==> src/rtl/core/nfa_pkg.sv <==
// Shared constants and types for the bit-set automaton matcher.
// No dependencies.
package nfa_pkg;
  localparam int NfaMaxStates  = 64;
  localparam int NfaMaxSymbols = 64;
  localparam int NfaCharCodes  = 128;

  localparam logic [1:0] MODE_MAP   = 2'd0;
  localparam logic [1:0] MODE_TRANS = 2'd1;
  localparam logic [1:0] MODE_START = 2'd2;
  localparam logic [1:0] MODE_STEP  = 2'd3;

  localparam logic [1:0] REG_STATE_COUNT = 2'd0;
  localparam logic [1:0] REG_INITIAL_SET = 2'd1;
  localparam logic [1:0] REG_FINAL_SET   = 2'd2;
  localparam logic [1:0] REG_EPS_CODE    = 2'd3;

  // commands from controller to datapath
  typedef struct packed {
    logic load;       // latch input item, do map lookups
    logic clr_step;   // clear sweep index
    logic rd;         // issue store read at sweep index
    logic acc_next;   // OR read data into successor set
    logic acc_clos;   // OR read data into closure set
    logic begin_clos; // set = masked seed, clear visited
    logic mark;       // mark sweep state visited
    logic wr_rd;      // read row for read-modify-write
    logic wr_wr;      // write modified row
    logic map_wr;     // write symbol map
    logic commit;     // update active set
    logic clr_wr;     // clearing pass write
  } nfa_cmd_t;

  typedef struct packed {
    logic err;        // item rejected
    logic has_eps;    // epsilon mapped
    logic sel_hit;    // sweep state selected
    logic sweep_last; // sweep at last state in use
    logic pass_new;   // closure pass visited something
    logic clr_last;
  } nfa_sts_t;
endpackage

==> src/rtl/core/nfa_ctrl.sv <==
// Controller: sequences item handling, store sweeps and closure passes.
// Depends on nfa_pkg.
module nfa_ctrl import nfa_pkg::*; (
  input  logic       clk_i,
  input  logic       rst_ni,
  input  logic       in_valid_i,
  output logic       in_ready_o,
  output logic       out_valid_o,
  input  logic       out_ready_i,
  input  logic [1:0] mode_i,
  input  nfa_sts_t   sts_i,
  output nfa_cmd_t   cmd_o,
  output logic       err_o
);
  localparam logic [3:0] S_CLR   = 4'd0;
  localparam logic [3:0] S_IDLE  = 4'd1;
  localparam logic [3:0] S_LOOK  = 4'd2;
  localparam logic [3:0] S_DEC   = 4'd3;
  localparam logic [3:0] S_WRD   = 4'd4;
  localparam logic [3:0] S_WWR   = 4'd5;
  localparam logic [3:0] S_SRD   = 4'd6;
  localparam logic [3:0] S_SACC  = 4'd7;
  localparam logic [3:0] S_CBEG  = 4'd8;
  localparam logic [3:0] S_CRD   = 4'd9;
  localparam logic [3:0] S_CACC  = 4'd10;
  localparam logic [3:0] S_CEND  = 4'd11;
  localparam logic [3:0] S_OUT   = 4'd12;
  localparam logic [3:0] S_WAIT  = 4'd13;

  logic [3:0] st_q, st_d;
  logic       err_q, err_d, ov_q, ov_d;

  always_comb begin
    st_d  = st_q;
    err_d = err_q;
    ov_d  = ov_q;
    cmd_o = '0;
    in_ready_o = 1'b0;
    if (ov_q && out_ready_i) ov_d = 1'b0;
    case (st_q)
      S_CLR: begin
        cmd_o.clr_wr = 1'b1;
        if (sts_i.clr_last) st_d = S_IDLE;
      end
      S_IDLE: begin
        in_ready_o = 1'b1;
        if (in_valid_i) begin
          cmd_o.load = 1'b1;
          st_d = S_LOOK;
        end
      end
      S_LOOK: st_d = S_DEC;
      S_DEC: begin
        err_d = sts_i.err;
        cmd_o.clr_step = 1'b1;
        if (sts_i.err) st_d = S_WAIT;
        else begin
          case (mode_i)
            MODE_MAP:   begin cmd_o.map_wr = 1'b1; st_d = S_WAIT; end
            MODE_TRANS: st_d = S_WRD;
            MODE_START: st_d = S_CBEG;
            default:    st_d = S_SRD;
          endcase
        end
      end
      S_WRD: begin cmd_o.wr_rd = 1'b1; st_d = S_WWR; end
      S_WWR: begin cmd_o.wr_wr = 1'b1; st_d = S_WAIT; end
      S_SRD: begin
        if (sts_i.sel_hit) begin
          st_d = S_SACC;
        end else begin
          cmd_o.rd = 1'b1;
          if (sts_i.sweep_last) begin
            cmd_o.clr_step = 1'b1;
            st_d = S_CBEG;
          end
        end
      end
      S_SACC: begin
        cmd_o.acc_next = 1'b1;
        cmd_o.rd = 1'b1;
        if (sts_i.sweep_last) begin
          cmd_o.clr_step = 1'b1;
          st_d = S_CBEG;
        end else st_d = S_SRD;
      end
      S_CBEG: begin
        cmd_o.begin_clos = 1'b1;
        cmd_o.clr_step = 1'b1;
        st_d = sts_i.has_eps ? S_CRD : S_CEND;
      end
      S_CRD: begin
        if (sts_i.sel_hit) begin
          cmd_o.mark = 1'b1;
          cmd_o.rd = 1'b1;
          st_d = S_CACC;
        end else begin
          cmd_o.rd = 1'b1;
          if (sts_i.sweep_last) begin
            if (sts_i.pass_new) cmd_o.clr_step = 1'b1;
            else st_d = S_CEND;
            if (sts_i.pass_new) st_d = S_CRD;
          end
        end
      end
      S_CACC: begin
        cmd_o.acc_clos = 1'b1;
        // idx already advanced past the marked state
        if (sts_i.sweep_last && 1'b0) st_d = S_CEND;
        st_d = S_CRD;
      end
      S_CEND: begin cmd_o.commit = 1'b1; st_d = S_WAIT; end
      S_WAIT: st_d = S_OUT;
      S_OUT: begin
        if (!ov_q || out_ready_i) begin
          ov_d = 1'b1;
          st_d = S_IDLE;
        end
      end
      default: st_d = S_IDLE;
    endcase
  end

  always_ff @(posedge clk_i or negedge rst_ni) begin
    if (!rst_ni) begin
      st_q  <= S_CLR;
      err_q <= 1'b0;
      ov_q  <= 1'b0;
    end else begin
      st_q  <= st_d;
      err_q <= err_d;
      ov_q  <= ov_d;
    end
  end

  assign out_valid_o = ov_q;
  assign err_o       = err_q;
endmodule

==> config.mk <==
export PLATFORM = sky130hd
export DESIGN_NAME = nfa_ctrl
export DESIGN_NICKNAME = d
export VERILOG_FILES = /design/src/rtl/core/nfa_pkg.sv /design/src/rtl/core/nfa_ctrl.sv
export SDC_FILE = /design/constraint.sdc
export NUM_CORES = 1
export LEC_CHECK = 0
export ABC_AREA = 0
export CORE_MARGIN = 10
export CORE_UTILIZATION = 50
export CTS_BUF_LIST = sky130_fd_sc_hd__clkbuf_4 sky130_fd_sc_hd__clkbuf_8 sky130_fd_sc_hd__clkbuf_16
export CTS_CLUSTER_SIZE = 24
export DETAILED_ROUTE_END_ITERATION = 6
export DONT_BUFFER_PORTS = 1
export HOLD_SLACK_MARGIN = 0.15
export PLACE_DENSITY = 0.64
export SYNTH_ARGS = -nofsm -noshare
export SYNTH_HDL_FRONTEND = slang
export SYNTH_SLANG_ARGS = --single-unit
==> constraint.sdc <==
create_clock -name clk_i -period 3.8 [get_ports clk_i]
set_input_delay 0.76 -clock clk_i [delete_from_list [all_inputs] [get_ports clk_i]]
set_output_delay 0.76 -clock clk_i [all_outputs]
set_load 0.005 [all_outputs]
Word level (Yosys, flattened, before mapping)
Cells that the tools add are included.

Flip-flop bits (word level): 6. Bits of input ports: 12. Output and inout port bits: 15. Logic and storage cells: 70.

Equal/unequal tests: 20. Muxes and demuxes: 38. Reductions and logical operators: 9.

Operators by type and width (number): $pmux W4 S13 (1); $mux W4 (9); $eq A4 B4 Y1 const B (6); $mux W1 (22); $eq A4 B3 Y1 const B (4); $pmux W4 S3 (1); $eq A4 B2 Y1 const B (2); $mux W2 (3); $ne A2 B2 Y1 const B (3); $ne A3 B3 Y1 const B (2); $reduce_or A2 Y1 (3); $reduce_and A5 Y1 (1); $eq A4 B1 Y1 const B (1); $logic_not A4 Y1 (1); $pmux W1 S4 (1); $eq A2 B1 Y1 const B (1); $eq A2 B2 Y1 const B (1); $logic_not A2 Y1 (1); $pmux W1 S2 (1); $logic_and A1 B1 Y1 (1); $logic_not A1 Y1 (1); $logic_or A1 B1 Y1 (1).

Longest topological paths before layout
Gate-level depths: netlist (run 1).

Depth in word-level cells: 4. Mapped depth: 6. Depth with buffers taken out: 4.

Worst setup path after synthesis (run 1)
OpenSTA, ideal clock, no wires.

Path kind: input to output. From: input port sts_i[3] in the netlist's numbering. To: output port cmd_o[10] in the netlist's numbering. Data arrival time: 1.274 ns. Data required time: 3.040 ns. Setup slack: 1.766 ns. Stages: 4. Path buffers: 0. Cells stage by stage: nand2b_1 nand3_1 o31ai_1 a211o_1.

RTL lines: from (decl) (RTL line nfa_ctrl.sv:11) `input nfa_sts_t sts_i,`; to (decl) (RTL line nfa_ctrl.sv:12) `output nfa_cmd_t cmd_o,`.

==> impl_metrics.ini, run 1 <==
[cts]
ctsHtreeMaxLevel = 1
numCtsBuffers = 3
cts_tree = yes
holdBufCountCts = 0
clock_tree.root_cell = clkbuf_4
path_clk_slew_ns = 0.04
post_cts_buffers = 0
clk_path_buf_depth = 2
cts_sinks = 6
cts_resized = 0
clk_latency_ns = 0.24

[worst_setup_path]
critPathMaxStageDelay_ns = 0.73
reg2reg_to = st_q[0]
r2r_start = st_q[1]
slowest_stage = dfrtp_1
critPathCapture = cmd_o[11]
required_ns = 3.04
path_class = flip-flop to output pin
crit_start = st_q[0]
reg2reg_depth = 4
critPathArrivalTime_ns = 1.81
path_depth = 3
start_kind = flip-flop
crit_path_end_kind = output pin
cp_top_family = simple AND/OR/NAND/NOR gates
crit_chain = nand2b_1 > nor3_1 > and2_1
path_buf_inv = 0
rrSetupSlack_ns = 1.93
worstPathMaxFanout = 21

[finish]
fillers = 132
drive_gt1_frac = 0.1519
finish.utilization = 0.5297
fin_cells = 94
area_growth_pct = 1.304
regArea_um2 = 150.1
fin_area_um2 = 680.7
multi_input_area_um2 = 481.7
nets = 93
antennaDiodeCount = 0

[sta]
min_period_over_period = 0.6768
fin_crit_ns = 2.572
rsz0062_at_grt = no
fin_skew_ns = 0.0006952
hold_violations = 0
final.setup.tns_ns = 0
worstMarginPinSlew_ns = 0.6267
slew_headroom = 0.5822
slew_violations = 0
hold_ws_ns = 0.2155
setup_ws_ns = 1.228
finalSetupViolations = 0
max_freq_ghz = 0.3888

[yosys]
yosysWarningCount = 0
ys.flop_type = dfrtp_1
ys_types = 39
yosys_register_bits = 6
synthArstFlopShare = 1.000
synth.avg_cell_area_um2 = 8.194
syn_inst = 82
synth_edf_count = 0
synth_area_um2 = 671.9
seq_area_frac_synth = 0.2235
synth_nets = 94

[route]
via_per_inst = 6.670
drtAntennaViolNets = 0
firstDrtPassIters = 4
drt_iter0_drc = 20
routedWlPerCell_um = 18.63
via_count = 627
wl_um = 1751
drcViolationCount = 0

[floorplan]
start_util = 0.5229
die_x_um = 56.66
die_area_um2 = 3210
fp-row-count = 13
die_y_um = 56.66
core-area_um2 = 1285
io_pins = 27

[run]
maxCapViolCount = 0

[placed_design]
dpl.hpwl_um = 1354
dp_slack_ns = 1.507
dp_cells = 91
numPortBuffers = 0
dpl-instance-area_um2 = 658.1
routabilityCongestion = 0.8602

[power]
fin_total_pwr_mw = 0.5389
p_leak_nw = 0.2644
power.density_nw_per_um2 = 791.8
ir_worst_vdd_uv = 363.1

[worst_hold_path]
hold_path_class = input port to async pin

[global_route]
first_global_vias = 581
gr-total-overflow = 0
antenna_found_initial = 0
track_usage = 0.1034
grt_start_max_net_pins = 22
grt_pass1_wl_um = 2822

[status]
status = finished clean
-- cells in the final DEF (no fill, tap or decap) --
cell	count
nor2b_1	4
and4bb_2	1
or4_4	1
dfrtp_1	6
nand2b_1	7
a41oi_2	1
nand2_1	6
nand2_2	1
a32o_1	1
nor4b_1	1
o22ai_1	1
a221oi_1	1
o21bai_1	1
and2_1	2
a21oi_1	1
o211ai_1	1
a31oi_1	3
o2bb2ai_1	1
mux2_2	2
nand3_2	1
clkbuf_4	3
a221o_1	1
nor3b_1	1
nand3_1	2
o41ai_2	1
nor2_1	7
mux2i_1	2
o21ai_0	3
nor4bb_1	1
a2bb2oi_1	1
inv_1	2
nor4_1	1
o31ai_1	2
a211o_1	1
nor3_1	4
and4bb_1	1
o21ai_2	1
mux2_1	2
-- state kept, by name (all words and copies together), names as in the netlist --
| register | flops |
|---|---|
| out_valid_o | 1 |
| st_q | 4 |
| err_o | 1 |
-- routing by layer --
layer,global-route usage,part of all wire,vias up
met1,0.1233,0.42,296
met3,0.05843,0.12,2
li1,-,-,305
met5,0,0,-
met2,0.1520,0.45,24
met4,0.03093,0.0069,0
-- synth_stat cells, types with 2 or more instances --
cell,instances,area share
nor2b_1,4,0.037
mux2_2,2,0.034
dfrtp_1,6,0.22
nand2_1,6,0.034
nand3_1,2,0.015
nor2_1,7,0.039
buf_2,5,0.037
nand2b_1,7,0.065
and2_1,2,0.019
o31ai_1,2,0.022
a31oi_1,3,0.028
nor3_1,4,0.030
inv_1,2,0.011
o21ai_0,3,0.022
mux2_1,2,0.034
mux2i_1,2,0.030
-- worst min path at each step --
stage | to | slack [ns] | depth (start not counted)
2_1_floorplan | err_o | 0.46 | 0
3_3_place_gp | err_o | 0.46 | 0
3_5_place_dp | st_q[0] | 0.46 | 0
4_1_cts | st_q[0] | 0.21 | 0
5_1_grt | err_o | 0.19 | 0
6_report | st_q[3] | 0.22 | 0
-- cell families after synthesis --
logic type / count (synthesis) / synth area share
AND/OR/NAND/NOR: 41 / 0.3650
buffers and inverters: 8 / 0.05959
multiplexers: 6 / 0.09683
AO/OA/AOI/OAI: 21 / 0.2551
flip-flops: 6 / 0.2235
-- area by class of cell --
| class | instances | share of cell area |
|---|---|---|
| Sequential cell | 6 | 0.2206 |
| Tap cell | 15 | 0.02757 |
| Inverter | 2 | 0.01103 |
| Multi-Input combinational cell | 68 | 0.7077 |
| Clock buffer | 3 | 0.03309 |
-- power by group --
group	internal (mW)	leakage [nW]	switching, mW	total, mW
combinational	0.142	0.178	0.151	0.293
sequential	0.0939	0.0726	0.0961	0.190
clock	0.0356	0.0138	0.0205	0.0561
(Power assumes the default switching activity.)
==> run 2: changes to the inputs <==
Settings changed: PLACE_DENSITY 0.64 to 0.67.
Clock period 3.8 ns to 2.35 ns, I/O delays scaled along.
==> run 2 against run 1 <==
Sequential cell count is the same. Count of clock-buffer cells in the layout did not move. Critical path type unchanged. Non-clock buffer count grew 2.
==> impl_metrics.ini, run 2 (synthesis results as in run 1) <==
[placed_design]
numPortBuffers = 0
routabilityCongestion = 0.9217
dp_cells = 92
dp_slack_ns = 0.4428
dpl.hpwl_um = 1384

[global_route]
first_global_vias = 600
top_usage_layer = met2
gr-total-overflow = 0
grt_pass1_wl_um = 2898
antenna_found_initial = 0
grt_use_met3 = 0.05393
grt_start_max_net_pins = 20
track_usage = 0.1080
use_met2 = 0.1630
gr-usage-met1 = 0.1222

[power]
p_leak_nw = 0.2732
ir_worst_vdd_uv = 666.1
fin_total_pwr_mw = 0.8846
power.density_nw_per_um2 = 1267

[worst_hold_path]
hold_path_class = input port to flip-flop

[worst_setup_path]
crit_path_end_kind = output pin
path_class = flip-flop to output pin
worstPathMaxFanout = 19
required_ns = 1.88
slowest_stage = dfrtp_1
critPathMaxStageDelay_ns = 0.57
crit_chain = nand2b_1 > nor3_1 > and2_1
critPathArrivalTime_ns = 1.71
start_kind = flip-flop

[floorplan]
die_area_um2 = 3210
core-area_um2 = 1285
die_y_um = 56.66
die_x_um = 56.66
io_pins = 27
fp-row-count = 13
start_util = 0.5229

[route]
drtAntennaViolNets = 0
drt_iter0_drc = 25
drcViolationCount = 0
routedWlPerCell_um = 18.27
via_count = 643
via_per_inst = 6.698
firstDrtPassIters = 4
wl_um = 1754

[cts]
clk_path_buf_depth = 2
numCtsBuffers = 3
post_cts_buffers = 0
clock_tree.root_cell = clkbuf_4
ctsHtreeMaxLevel = 1
path_clk_slew_ns = 0.05
cts_tree = yes
cts_sinks = 6
clk_latency_ns = 0.24

[sta]
hold_ws_ns = 0.3878
fin_crit_ns = 2.176
finalSetupViolations = 0
setup_ws_ns = 0.1743
rsz0062_at_grt = no
slew_violations = 0
min_period_over_period = 0.9258
hold_violations = 0
fin_skew_ns = 0.008913
slew_headroom = 0.6217
worstMarginPinSlew_ns = 0.5623
max_freq_ghz = 0.4596
final.setup.tns_ns = 0

[finish]
fin_cells = 96
top_register = st_q
area_growth_pct = 3.911
drive_gt1_frac = 0.1605
nets = 95
fillers = 137
layout_common_cells = 7 x nor2_1, 7 x nand2b_1, 6 x nand2_1, 6 x dfrtp_1
antennaDiodeCount = 0
largest_reg_flops = 4

[run]
maxCapViolCount = 0

[status]
status = finished clean
run 2: cell count changes in the layout (fill, tap and decap cells not counted), sizes merged:
cell | previous run | this run
dlygate4sd3 | 0 | 1
buf | 0 | 1
run 2: stage by stage:
step	cell area (um2)	utilization
6_report	698.2	0.5433
5_1_grt	698.2	0.5433
4_1_cts	698.2	0.5433
3_5_place_dp	665.6	0.5180
3_3_place_gp	665.6	0.5180
2_1_floorplan	671.9	-
run 2: report_power, final:
group | leakage (nW) | switching, mW | internal, mW
combinational | 0.187 | 0.256 | 0.240
sequential | 0.0726 | 0.144 | 0.152
clock | 0.0138 | 0.0345 | 0.0576
run 2: final timing paths:
path / startpoint / to / slack (ns) / cells past startpoint
min in group asynchronous: rst_ni / st_q[1] / 0.54 / 1
worst min register to register: err_o / err_o / 0.55 / 1
worst min-delay path: sts_i[5] / err_o / 0.39 / 1
worst max-delay path: st_q[1] / cmd_o[11] / 0.17 / 3
worst max register to register: st_q[0] / st_q[3] / 0.45 / 5
max in group asynchronous: rst_ni / err_o / 1.58 / 1
run 2: cell type report:
class / count / area (um2) / area share
Multi-Input combinational cell: 68 / 481.7 / 0.6900
Tap cell: 15 / 18.77 / 0.02688
Sequential cell: 6 / 150.1 / 0.2151
Clock buffer: 3 / 22.52 / 0.03226
Timing Repair Buffer: 2 / 17.52 / 0.02509
Inverter: 2 / 7.507 / 0.01075
run 2: routing by layer:
| metal | vias to the layer above | wire length (um) |
|---|---|---|
| li1 | 310 | - |
| met1 | 296 | 685 |
| met2 | 37 | 832 |
| met3 | 0 | 236 |
| met4 | 0 | 0 |
| met5 | - | 0 |
run 2: repair_timing:
item	4_1_cts	5_1_grt
gates resized for setup	0	0
hold endpoints to repair	6	0
hold buffers	1	0
run 2: worst max-delay path, delay by kind of cell (launching register included):
family	cells	cell delay, ns
flip-flops	1	0.57
AND/OR/NAND/NOR	3	0.89
